===== src/hdl/wdf_pkg.sv =====
// ----------------------------------------------------------------------------
// WebSocket deframer package
// Shared types and constants for the frame parser, command queue and output
// stage.
// ----------------------------------------------------------------------------
package wdf_pkg;

  // Parser phase, one-hot
  typedef enum logic [3:0] {
    PH_HEADER  = 4'b0001,
    PH_LENGTH  = 4'b0010,
    PH_MASK    = 4'b0100,
    PH_PAYLOAD = 4'b1000
  } phase_e;

  // Frame type codes as seen on the output
  localparam logic [2:0] FT_UNKNOWN = 3'd0;
  localparam logic [2:0] FT_TEXT    = 3'd1;
  localparam logic [2:0] FT_BINARY  = 3'd2;
  localparam logic [2:0] FT_PING    = 3'd3;
  localparam logic [2:0] FT_PONG    = 3'd4;

  // Opcodes of the first header byte
  localparam logic [3:0] OP_TEXT   = 4'h1;
  localparam logic [3:0] OP_BINARY = 4'h2;
  localparam logic [3:0] OP_PING   = 4'h9;
  localparam logic [3:0] OP_PONG   = 4'hA;

  // Seven-bit length codes that announce an extended length
  localparam logic [6:0] LEN_EXT16 = 7'd126;
  localparam logic [6:0] LEN_EXT64 = 7'd127;

  // Header byte counts at which the next decision is taken
  localparam logic [3:0] NEED_BASE  = 4'd2;
  localparam logic [3:0] NEED_EXT16 = 4'd4;
  localparam logic [3:0] NEED_EXT64 = 4'd10;
  localparam logic [3:0] MASK_BYTES = 4'd4;

  // One result word handed from the parser to the output stage
  typedef struct packed {
    logic [7:0] data;
    logic [7:0] mask;
    logic       has_data;
    logic [2:0] frame_type;
    logic       frame_end;
  } cmd_t;

  // Map an opcode byte to its frame type
  function automatic logic [2:0] classify(input logic [7:0] op);
    logic [2:0] ft;
    unique case (op[3:0])
      OP_TEXT:   ft = FT_TEXT;
      OP_BINARY: ft = FT_BINARY;
      OP_PING:   ft = FT_PING;
      OP_PONG:   ft = FT_PONG;
      default:   ft = FT_UNKNOWN;
    endcase
    return ft;
  endfunction

endpackage


===== src/hdl/wdf_front.sv =====
// ----------------------------------------------------------------------------
// WebSocket deframer front end
// Takes one byte a cycle unless the queue is full, walks the frame header and
// turns each payload byte (or an empty frame's end marker) into a queue entry.
// ----------------------------------------------------------------------------
module wdf_front
  import wdf_pkg::*;
(
  input  logic       clk_i,
  input  logic       rst_ni,
  input  logic       in_valid_i,
  output logic       in_ready_o,
  input  logic [7:0] in_byte_i,
  input  logic       q_ready_i,
  output logic       push_o,
  output cmd_t       cmd_o
);

  phase_e      phase_q, phase_d;
  logic [3:0]  cnt_q, cnt_d;
  logic [3:0]  need_q, need_d;
  logic [2:0]  kind_q, kind_d;
  logic        masked_q, masked_d;
  logic [31:0] key_q, key_d;
  logic [63:0] len_q, len_d;
  logic [1:0]  idx_q, idx_d;

  logic        accept;
  logic [3:0]  cnt_inc;
  logic [63:0] len_shift;
  logic [6:0]  len7;
  logic [7:0]  key_byte;
  logic        go_header;

  assign in_ready_o = q_ready_i;
  assign accept     = in_valid_i & q_ready_i;
  assign cnt_inc    = cnt_q + 4'd1;
  assign len_shift  = {len_q[55:0], in_byte_i};
  assign len7       = in_byte_i[6:0];

  // Pick the key byte for the current payload position
  always_comb begin
    unique case (idx_q)
      2'd0:    key_byte = key_q[31:24];
      2'd1:    key_byte = key_q[23:16];
      2'd2:    key_byte = key_q[15:8];
      default: key_byte = key_q[7:0];
    endcase
  end

  // Advance the parser on each accepted byte
  always_comb begin
    phase_d   = phase_q;
    cnt_d     = cnt_q;
    need_d    = need_q;
    kind_d    = kind_q;
    masked_d  = masked_q;
    key_d     = key_q;
    len_d     = len_q;
    idx_d     = idx_q;
    push_o    = 1'b0;
    go_header = 1'b0;
    cmd_o     = '{data: 8'd0, mask: 8'd0, has_data: 1'b0,
                  frame_type: kind_q, frame_end: 1'b1};
    if (accept) begin
      unique case (phase_q)
        PH_PAYLOAD: begin
          push_o         = 1'b1;
          cmd_o.data     = in_byte_i;
          cmd_o.mask     = masked_q ? key_byte : 8'd0;
          cmd_o.has_data = 1'b1;
          cmd_o.frame_end = (len_q == 64'd1);
          len_d          = len_q - 64'd1;
          idx_d          = idx_q + 2'd1;
          go_header      = (len_q == 64'd1);
        end
        PH_HEADER: begin
          cnt_d = cnt_inc;
          if (cnt_q == 4'd0) begin
            kind_d = classify(in_byte_i);
          end else begin
            masked_d = in_byte_i[7];
            if (len7 == LEN_EXT16 || len7 == LEN_EXT64) begin
              phase_d = PH_LENGTH;
              need_d  = (len7 == LEN_EXT16) ? NEED_EXT16 : NEED_EXT64;
              len_d   = 64'd0;
            end else if (in_byte_i[7]) begin
              len_d   = {57'd0, len7};
              phase_d = PH_MASK;
              need_d  = cnt_inc + MASK_BYTES;
              key_d   = 32'd0;
            end else begin
              len_d   = {57'd0, len7};
              phase_d = PH_PAYLOAD;
              idx_d   = 2'd0;
              if (len7 == 7'd0) begin
                push_o    = 1'b1;
                go_header = 1'b1;
              end
            end
          end
        end
        PH_LENGTH: begin
          cnt_d = cnt_inc;
          len_d = len_shift;
          if (cnt_inc >= need_q) begin
            if (masked_q) begin
              phase_d = PH_MASK;
              need_d  = cnt_inc + MASK_BYTES;
              key_d   = 32'd0;
            end else begin
              phase_d = PH_PAYLOAD;
              idx_d   = 2'd0;
              if (len_shift == 64'd0) begin
                push_o    = 1'b1;
                go_header = 1'b1;
              end
            end
          end
        end
        PH_MASK: begin
          cnt_d = cnt_inc;
          key_d = {key_q[23:0], in_byte_i};
          if (cnt_inc >= need_q) begin
            phase_d = PH_PAYLOAD;
            idx_d   = 2'd0;
            if (len_q == 64'd0) begin
              push_o    = 1'b1;
              go_header = 1'b1;
            end
          end
        end
        default: begin
          go_header = 1'b1;
        end
      endcase
      // Drop back to header parsing once the frame is done
      if (go_header) begin
        phase_d  = PH_HEADER;
        cnt_d    = 4'd0;
        need_d   = NEED_BASE;
        kind_d   = FT_UNKNOWN;
        masked_d = 1'b0;
        len_d    = 64'd0;
        idx_d    = 2'd0;
      end
    end
  end

  // Hold parser state
  always_ff @(posedge clk_i or negedge rst_ni) begin
    if (!rst_ni) begin
      phase_q  <= PH_HEADER;
      cnt_q    <= 4'd0;
      need_q   <= NEED_BASE;
      kind_q   <= FT_UNKNOWN;
      masked_q <= 1'b0;
      key_q    <= 32'd0;
      len_q    <= 64'd0;
      idx_q    <= 2'd0;
    end else begin
      phase_q  <= phase_d;
      cnt_q    <= cnt_d;
      need_q   <= need_d;
      kind_q   <= kind_d;
      masked_q <= masked_d;
      key_q    <= key_d;
      len_q    <= len_d;
      idx_q    <= idx_d;
    end
  end

`ifndef SYNTHESIS
  // A command only ever comes from an accepted word
  a_push_on_accept: assert property (@(posedge clk_i) disable iff (!rst_ni)
    push_o |-> accept)
    else $error("command pushed without an accepted word");

  // An empty-frame marker always closes its frame
  a_marker_is_end: assert property (@(posedge clk_i) disable iff (!rst_ni)
    (push_o && !cmd_o.has_data) |-> cmd_o.frame_end)
    else $error("data-less command not marked as frame end");

  // The length register stays clear while the header is read
  a_header_len_clear: assert property (@(posedge clk_i) disable iff (!rst_ni)
    (phase_q == PH_HEADER) |-> (len_q == 64'd0))
    else $error("length not clear in header phase");
`endif

endmodule


===== src/hdl/wdf_queue.sv =====
// ----------------------------------------------------------------------------
// WebSocket deframer command queue
// Small FIFO between the parser and the output stage so that each side can
// stall on its own.
// ----------------------------------------------------------------------------
module wdf_queue
  import wdf_pkg::*;
#(
  parameter int unsigned Depth = 2
) (
  input  logic clk_i,
  input  logic rst_ni,
  input  logic push_i,
  input  cmd_t push_cmd_i,
  output logic ready_o,
  input  logic pop_i,
  output logic valid_o,
  output cmd_t pop_cmd_o
);

  localparam int unsigned PtrW = (Depth > 1) ? $clog2(Depth) : 1;
  localparam int unsigned CntW = $clog2(Depth + 1);
  localparam logic [PtrW-1:0] LastPtr = PtrW'(Depth - 1);
  localparam logic [CntW-1:0] FullCnt = CntW'(Depth);

  cmd_t            store_q [Depth];
  logic [PtrW-1:0] wr_q, wr_d;
  logic [PtrW-1:0] rd_q, rd_d;
  logic [CntW-1:0] cnt_q, cnt_d;

  assign ready_o   = (cnt_q != FullCnt);
  assign valid_o   = (cnt_q != '0);
  assign pop_cmd_o = store_q[rd_q];

  // Advance pointers and fill count
  always_comb begin
    wr_d  = wr_q;
    rd_d  = rd_q;
    cnt_d = cnt_q;
    if (push_i) begin
      wr_d = (wr_q == LastPtr) ? '0 : wr_q + 1'b1;
    end
    if (pop_i) begin
      rd_d = (rd_q == LastPtr) ? '0 : rd_q + 1'b1;
    end
    priority if (push_i && !pop_i) begin
      cnt_d = cnt_q + 1'b1;
    end else if (pop_i && !push_i) begin
      cnt_d = cnt_q - 1'b1;
    end else begin
      cnt_d = cnt_q;
    end
  end

  always_ff @(posedge clk_i or negedge rst_ni) begin
    if (!rst_ni) begin
      wr_q  <= '0;
      rd_q  <= '0;
      cnt_q <= '0;
    end else begin
      wr_q  <= wr_d;
      rd_q  <= rd_d;
      cnt_q <= cnt_d;
    end
  end

  // Write the entry
  always_ff @(posedge clk_i) begin
    if (push_i) begin
      store_q[wr_q] <= push_cmd_i;
    end
  end

endmodule


===== src/hdl/wdf_back.sv =====
// ----------------------------------------------------------------------------
// WebSocket deframer back end
// Pops commands, applies the mask byte and holds the result word in the
// output register until the receiver takes it.
// ----------------------------------------------------------------------------
module wdf_back
  import wdf_pkg::*;
(
  input  logic       clk_i,
  input  logic       rst_ni,
  input  logic       q_valid_i,
  input  cmd_t       q_cmd_i,
  output logic       pop_o,
  output logic       out_valid_o,
  input  logic       out_ready_i,
  output logic [7:0] out_data_o,
  output logic       out_has_data_o,
  output logic [2:0] out_type_o,
  output logic       out_end_o
);

  logic       valid_q;
  logic [7:0] data_q;
  logic       has_q;
  logic [2:0] type_q;
  logic       end_q;

  // Load when the output register is free or being drained
  assign pop_o = q_valid_i & (~valid_q | out_ready_i);

  always_ff @(posedge clk_i or negedge rst_ni) begin
    if (!rst_ni) begin
      valid_q <= 1'b0;
    end else if (pop_o) begin
      valid_q <= 1'b1;
    end else if (out_ready_i) begin
      valid_q <= 1'b0;
    end
  end

  // Unmask and capture the word
  always_ff @(posedge clk_i) begin
    if (pop_o) begin
      data_q <= q_cmd_i.data ^ q_cmd_i.mask;
      has_q  <= q_cmd_i.has_data;
      type_q <= q_cmd_i.frame_type;
      end_q  <= q_cmd_i.frame_end;
    end
  end

  assign out_valid_o    = valid_q;
  assign out_data_o     = data_q;
  assign out_has_data_o = has_q;
  assign out_type_o     = type_q;
  assign out_end_o      = end_q;

endmodule


===== src/hdl/websocket_frame_deframer_core.sv =====
// ----------------------------------------------------------------------------
// WebSocket frame deframer
// Receive-side frame parser: bytes in, unmasked payload words out.
// ----------------------------------------------------------------------------
// Usage:
//   s_axis carries one received byte per word in tdata[7:0]. Header, extended
//   length and mask key bytes are consumed without output.
//   m_axis carries one word per payload byte: tdata is the unmasked byte,
//   tuser[0] flags real data (clear on the single marker word of an empty
//   frame, whose tdata is zero), tuser[3:1] is the frame type (0 unknown,
//   1 text, 2 binary, 3 ping, 4 pong) and tlast marks the frame's last word.
//   A payload byte accepted on s_axis is written into the command queue, then
//   loaded into the output register, from which it is shown on m_axis.
//   Throughput: one byte per cycle while the queue is not full; header bytes
//   are taken at that same rate.
//   Reset puts the parser in header phase and empties the command queue; no
//   clearing pass is needed. When the receiver stalls, the output register
//   holds its word, the queue fills (QueueDepth words) and then s_axis_tready
//   drops until space frees up again.
// ----------------------------------------------------------------------------
module websocket_frame_deframer_core
  import wdf_pkg::*;
#(
  parameter int unsigned QueueDepth = 2
) (
  input  logic       clk_i,
  input  logic       rst_ni,
  input  logic       s_axis_tvalid,
  output logic       s_axis_tready,
  input  logic [7:0] s_axis_tdata,  // [7:0] rx_byte
  output logic       m_axis_tvalid,
  input  logic       m_axis_tready,
  output logic [7:0] m_axis_tdata,  // [7:0] data_byte
  output logic [3:0] m_axis_tuser,  // [0] has_data, [3:1] frame_type
  output logic       m_axis_tlast
);

  logic push;
  cmd_t push_cmd;
  logic q_ready;
  logic pop;
  logic q_valid;
  cmd_t pop_cmd;

  // Parse incoming bytes
  wdf_front u_front (
    .clk_i      (clk_i),
    .rst_ni     (rst_ni),
    .in_valid_i (s_axis_tvalid),
    .in_ready_o (s_axis_tready),
    .in_byte_i  (s_axis_tdata),
    .q_ready_i  (q_ready),
    .push_o     (push),
    .cmd_o      (push_cmd)
  );

  // Decouple parser from output
  wdf_queue #(
    .Depth (QueueDepth)
  ) u_queue (
    .clk_i      (clk_i),
    .rst_ni     (rst_ni),
    .push_i     (push),
    .push_cmd_i (push_cmd),
    .ready_o    (q_ready),
    .pop_i      (pop),
    .valid_o    (q_valid),
    .pop_cmd_o  (pop_cmd)
  );

  // Unmask and present results
  wdf_back u_back (
    .clk_i          (clk_i),
    .rst_ni         (rst_ni),
    .q_valid_i      (q_valid),
    .q_cmd_i        (pop_cmd),
    .pop_o          (pop),
    .out_valid_o    (m_axis_tvalid),
    .out_ready_i    (m_axis_tready),
    .out_data_o     (m_axis_tdata),
    .out_has_data_o (m_axis_tuser[0]),
    .out_type_o     (m_axis_tuser[3:1]),
    .out_end_o      (m_axis_tlast)
  );

endmodule

===== config.mk =====
export PLATFORM = sky130hd
export DESIGN_NAME = websocket_frame_deframer_core
export DESIGN_NICKNAME = d
export VERILOG_FILES = /design/src/hdl/wdf_pkg.sv /design/src/hdl/wdf_front.sv /design/src/hdl/wdf_queue.sv /design/src/hdl/wdf_back.sv /design/src/hdl/websocket_frame_deframer_core.sv
export SDC_FILE = /design/constraint.sdc
export NUM_CORES = 1
export LEC_CHECK = 0
export ABC_CLOCK_PERIOD_IN_PS = 3200
export BUFFER_PORTS_ARGS = -buffer_cell sky130_fd_sc_hd__buf_2
export CAP_MARGIN = 20
export CORE_MARGIN = 1.5
export CORE_UTILIZATION = 46
export CTS_CLUSTER_DIAMETER = 30
export DETAILED_ROUTE_END_ITERATION = 16
export GPL_TIMING_DRIVEN = 0
export SETUP_SLACK_MARGIN = 0.5
export SYNTH_ARGS = -nofsm -noshare
export SYNTH_HDL_FRONTEND = slang
export SYNTH_SLANG_ARGS = --single-unit

===== constraint.sdc =====
create_clock -name clk_i -period 3.2 [get_ports clk_i]
set_input_delay 0.16 -clock clk_i [delete_from_list [all_inputs] [get_ports clk_i]]
set_output_delay 0.16 -clock clk_i [all_outputs]
set_load 0.01 [all_outputs]

After elaboration in Yosys (flattened, before gate mapping)
Memories as Yosys holds them, arrays and structs flattened.
Cells that the tools add are included.
{"block": "op_classes", "n_addsub": 8, "magnitude_cmp": 1, "eq_ne": 28, "muxes": 70, "bitwise_logic": 5, "n_reduce_logical": 30}
{"operator": "$pmux W64 S3", "n": 1}
{"operator": "$mux W32", "n": 5}
{"operator": "$logic_not A64 Y1", "n": 2}
{"operator": "$mux W64", "n": 2}
{"operator": "$pmux W32 S3", "n": 1}
{"operator": "$eq A64 B1 Y1 const B", "n": 1}
{"operator": "$mux W4", "n": 16}
{"operator": "$sub A64 B1 Y64 const B", "n": 1}
{"operator": "$mux W17", "n": 2}
{"operator": "$pmux W8 S3", "n": 1}
{"operator": "$mux W1", "n": 22}
{"operator": "$mux W2", "n": 9}
{"operator": "$eq A7 B7 Y1 const B", "n": 2}
{"operator": "$eq A4 B4 Y1 const B", "n": 3}
{"operator": "$pmux W3 S4", "n": 1}
{"operator": "$pmux W4 S3", "n": 1}
{"operator": "$reduce_bool A2 Y1", "n": 6}
{"operator": "$ne A2 B2 Y1 const B", "n": 5}
{"operator": "$mux W3", "n": 3}
{"operator": "$ne A3 B1 Y1 const B", "n": 3}
{"operator": "$ne A3 B3 Y1 const B", "n": 3}
{"operator": "$reduce_and A3 Y1", "n": 3}
{"operator": "$eq A4 B1 Y1 const B", "n": 2}
{"operator": "$eq A4 B2 Y1 const B", "n": 2}
{"operator": "other kinds (36)", "n": 45}
{"block": "totals", "reg_bits": 132, "ram_bits": 42, "inputBits": 12, "output_inout_bits": 15, "mem_count": 1}
{"name": "u_queue.store_q", "depth": 2, "width": 21, "read_ports": 1, "rd_ports_with_merged_regs": 0, "write_ports": 1, "line": "wdf_queue.sv:26", "source": "cmd_t store_q [Depth];"}

Depth between registers and ports, before layout
{"block": "logic_depth", "depth_word": 11, "mapped_depth": 13}

Modules after synthesis
Synthesis repeated with hierarchy kept, for this count alone.
{"block": "hier_totals", "hier_cells": 980, "area_unflattened_um2": 9531.6}
{"mod": "wdf_front", "instances": 1, "cells_each": 874, "area_each_um2": 7318.3, "seq_area_each_um2": 2855.2}
{"mod": "wdf_queue", "instances": 1, "cells_each": 81, "area_each_um2": 1709.1, "seq_area_each_um2": 1361.3}
{"mod": "wdf_back", "instances": 1, "cells_each": 25, "area_each_um2": 504.2, "seq_area_each_um2": 415.4}

Worst setup path before layout
Ideal clock, no wire load.
{"block": "synth_timing", "path_type": "flip-flop to flip-flop", "start": "register u_front.cnt_q[0]", "end": "memory u_queue.store_q[0][0] in the netlist's numbering (enable)", "setup_time_ps": 399, "arrival_time_ps": 2912, "required_ps": 2801, "path_slack_ps": -110, "stages_incl_launch_ff": 10, "n_path_buf": 0, "synth_period_minus_slack_ps": 3310, "path_cell_list": "dfrtp_1 ha_1 xor2_1 ha_1 nand2_1 o21ai_0 nand3_1 o21ai_0 nand2_1 nor2_1"}
{"block": "synth_via", "elab_chain_cells": 7, "elab_cells_between_ends": 10, "cone_classes": "add/sub: 1; order compare: 1; mux: 7; reduce/logical: 1"}
{"item": "from (decl)", "line": "wdf_front.sv:20", "source": "logic [3:0] cnt_q, cnt_d;"}
{"item": "from (signal assigned)", "line": "wdf_front.sv:163", "source": "cnt_q <= cnt_d;"}
{"item": "$add A4 B1 Y4", "line": "wdf_front.sv:37", "source": "assign cnt_inc = cnt_q + 4'd1;"}
{"item": "$ge A4 B4 Y1", "line": "wdf_front.sv:106, wdf_front.sv:124"}
{"item": "$mux W1, on equally long branches", "line": "wdf_front.sv:124, wdf_front.sv:106"}
{"item": "$pmux W1 S4 *", "line": "wdf_front.sv:66", "source": "unique case (phase_q)"}
{"item": "$mux W1 *", "line": "wdf_front.sv:65", "source": "if (accept) begin"}
{"item": "$mux W1 *", "line": "wdf_queue.sv:69", "source": "if (push_i) begin"}
{"item": "$mux W1 (implied by the code) *", "line": "wdf_queue.sv:70", "source": "store_q[wr_q] <= push_cmd_i;"}
{"item": "to (decl)", "line": "wdf_queue.sv:26"}
Mark *: on every way between the ends. The rest lies on a longest branch, timed or not.

Worst setup path in the final report
{"block": "layout_timing", "start": "register u_front.len_q[9]", "end": "register u_front.len_q[55]"}
{"block": "layout_via", "elab_chain_cells": 8, "elab_cells_between_ends": 16, "cone_classes": "add/sub: 1; eq/ne: 2; mux: 9; reduce/logical: 4"}
{"item": "from (decl)", "line": "wdf_front.sv:25", "source": "logic [63:0] len_q, len_d;"}
{"item": "from (signal assigned)", "line": "wdf_front.sv:168", "source": "len_q <= len_d;"}
{"item": "branches (longest 8 deep; another with $sub A64 B1 Y64)"}
Parallel ways; which one is timed is not known. The select of a mux whose other input is x is not followed.
A chain may end at the register's enable or synchronous reset.

==> flow_summary.json <==
{
  "rsz0062_at_grt": "yes",
  "final_common_cell": "nand2_1",
  "synth-main-ff-cell": "dfrtp_1",
  "place.gp.congestion": 0.9626,
  "synth_area_per_cell_um2": 9.047,
  "ys_async_sr_fraction_pct": 68.39,
  "drt_wl_total_um": 33710,
  "tightest_slew_ps": 884.2,
  "ys_ff_latch": 174,
  "critPathMaxStageDelay_ps": 460,
  "crit_path_end": "u_front.len_q[55]",
  "antenna_left": 0,
  "synth_nets": 1084,
  "grt_overflow": 0,
  "r2r-start": "u_front.len_q[9]",
  "ioPinCount": 27,
  "syn_inst": 1058,
  "power.density_mw_per_mm2": 1095,
  "yosysSeqAreaShare_pct": 48.39,
  "clk_path_buf_depth": 2,
  "viasPerCell": 6.441,
  "area_growth_pct": 29.32,
  "crit_arrival_ps": 3120,
  "drt_iter0_markers": 1179,
  "crit_fanout": 10,
  "max_slew_margin_pct": 41.05,
  "cts_tree": "built",
  "layout-drive-gt1-share_pct": 25.76,
  "fillerInstances": 1697,
  "cap_violations": 0,
  "fin_crit_ps": 2737,
  "clock_sinks": 174,
  "port_buffers": 26,
  "fin_tns_setup_ps": 0,
  "wl_per_cell_um": 23.12,
  "clk_pin_slew_ps": 80,
  "core_area_mm2": 0.02030,
  "r2r_end": "u_front.len_q[55]",
  "setup_slack_ps": 462.6,
  "final_cell_mix": "nand2_1, dfrtp_1, nor2_1",
  "syn_area_mm2": 0.009572,
  "num_vias": 9391,
  "die_area_mm2": 0.02168,
  "grt_pass1_vias": 8655,
  "drc": 0,
  "final_nets": 1201,
  "r2r_slack_ps": 460,
  "die_h_um": 147.3,
  "period_share_pct": 85.54,
  "dp_slack_ps": -497.6,
  "crit_path_end_kind": "register",
  "timing.fmax_ghz": 0.3653,
  "hold_path_class": "primary input to register",
  "finalHoldViolCount": 0,
  "grtUsageTotal_pct": 30.53,
  "cts_buffers": 17,
  "grt_max_degree": 89,
  "startpoint_type": "register",
  "critPathLaunch": "u_front.len_q[9]",
  "status": "finished clean",
  "setup_viol": 0,
  "p_leak_nw": 5.139,
  "hold_ws_ps": 67.20,
  "firstDrtPassIters": 6,
  "worst_ep_required_time_ps": 3580,
  "cpMaxStageDelayCell": "dfrtp_2",
  "reg2regPathDepth": 10,
  "start_util_pct": 47.15,
  "worst-setup-path-type": "register to register",
  "fin_worst_skew_ps": 11.45,
  "cpMostUsedCell": "or3_1",
  "ctsHtreeMaxLevel": 4,
  "diodes": 0,
  "power_w": 0.01356,
  "hpwl_um": 21080,
  "synth_edf_count": 55,
  "grt_antenna_before_repair": 1,
  "clk_latency_ps": 440,
  "cts-root-buf": "clkbuf_16",
  "synth.distinct_cells": 72,
  "die_w_um": 147.3,
  "grt_pass1_wl_um": 50430,
  "num_rows": 52,
  "crit_chain": "buf_4 -> nor3_4 -> nand4_4 -> or3_1 -> buf_6 -> or3_1 -> clkbuf_8 -> or3_1 -> a21oi_1 -> o22a_1",
  "worst_ir_drop_vdd_v": 0.0005683,
  "finalMaxSlewViolations": 0,
  "yosys_warnings": 0
}
## registers in the layout, summed over array words and instances (netlist names), 2 cells and up
| register | flops |
|---|---|
| u_front.kind_q | 3 |
| u_front.key_q | 32 |
| u_front.len_q | 64 |
| u_queue.store_q | 42 |
| u_queue.cnt_q | 2 |
| u_front.phase_q | 4 |
| u_front.need_q | 4 |
| u_back.out_type_o | 3 |
| u_back.out_data_o | 8 |
| u_front.cnt_q | 4 |
| u_front.idx_q | 2 |
## synthesized netlist by cell type (8+ instances only)
| cell | count | area (um2) |
|---|---|---|
| xor2_1 | 14 | 122.6 |
| xnor2_1 | 13 | 113.9 |
| edfxtp_1 | 55 | 1652 |
| o2bb2ai_1 | 9 | 78.83 |
| inv_1 | 38 | 142.6 |
| a22o_1 | 10 | 87.58 |
| nor3_1 | 40 | 200.2 |
| nand2b_1 | 9 | 56.30 |
| nand2_1 | 149 | 559.3 |
| o31ai_1 | 21 | 157.7 |
| clkbuf_1 | 62 | 232.7 |
| a31oi_1 | 19 | 118.9 |
| nor4_1 | 14 | 87.58 |
| nand3_1 | 62 | 310.3 |
| ha_1 | 14 | 175.2 |
| nand4_1 | 12 | 75.07 |
| o21ai_0 | 55 | 275.3 |
| a21oi_1 | 91 | 455.4 |
| and3_1 | 18 | 112.6 |
| dfrtp_1 | 117 | 2928 |
| o22ai_1 | 17 | 106.4 |
| or3_1 | 16 | 100.1 |
| nor2_1 | 74 | 277.8 |
| a222oi_1 | 8 | 80.08 |
| o21a_1 | 8 | 60.06 |
## layer usage
metal | global-route usage (%) | up-vias | wire length, um
met5 | 0 | - | 12
met4 | 13.30 | 2 | 1396
met3 | 6.739 | 129 | 3688
met2 | 43.78 | 618 | 14450
met1 | 44.24 | 4504 | 14170
li1 | - | 4138 | -
## power breakdown
| group | internal (W) | switching, W | leakage [nW] |
|---|---|---|---|
| Sequential | 0.00302 | 0.000751 | 2.07 |
| Combinational | 0.00296 | 0.00454 | 2.76 |
| Clock | 0.00122 | 0.00107 | 0.315 |
| Total | 0.00720 | 0.00636 | 5.14 |
## how the worst min path moves through the flow
stage                                from            endpoint  slack [ps]  depth (start not counted)
after floorplan                    rst_ni  u_back.out_valid_o        -140                          0
after global routing      s_axis_tdata[6]    u_front.key_q[6]          70                          3
after global placement      m_axis_tready  u_back.out_valid_o         440                          3
after CTS                 s_axis_tdata[4]    u_front.key_q[4]          50                          3
after detailed placement           rst_ni   u_front.len_q[21]          70                          1
final                     s_axis_tdata[4]    u_front.key_q[4]          70                          3
## repair_timing
item | CTS | global route
cloned | 1 | 4
gates resized for setup | 154 | 121
endpoints found under the setup margin | 159 | 151
pin swaps | 27 | 31
hold buffers | 2 | 0
hold endpoints to repair | 32 | 0
buffers inserted | 28 | 34
## worst max-delay path: cells and delay by family, from the launching register on
family          cells  cell delay, ps
compound gates      2             300
flops               1             460
simple gates        5            1410
buf+inv             3             500
## per-stage QoR
step / std cells / cell area, um2 / utilization (%)
6_report: 1458 / 12380 / 60.98
3_3_place_gp: 1354 / 10060 / 49.56
4_1_cts: 1420 / 11630 / 57.30
3_5_place_dp: 1357 / 10110 / 49.79
5_1_grt: 1458 / 12380 / 60.98
2_1_floorplan: 1058 / 9593 / -
## cells by family after synthesis
family,share of synthesized area (%)
AND/OR/NAND/NOR,22.38
AO/OA/AOI/OAI,19.84
flip-flops,48.39
adder cells (fa/ha/maj),1.830
buffers and inverters,4.497
multiplexers,0.5882
XOR/XNOR,2.471
## cell type report
type,count,area [um2],share of cell area (%)
multi-input cells,774,5234,42.28
flip-flops and latches,174,4657,37.62
repair buffers,97,787.0,6.358
plain buffers,73,561.8,4.539
clock buffers,17,425.4,3.437
well taps,270,337.8,2.729
clock inverters,15,227.7,1.840
inverters,38,147.6,1.193
(Power assumes the default switching activity.)
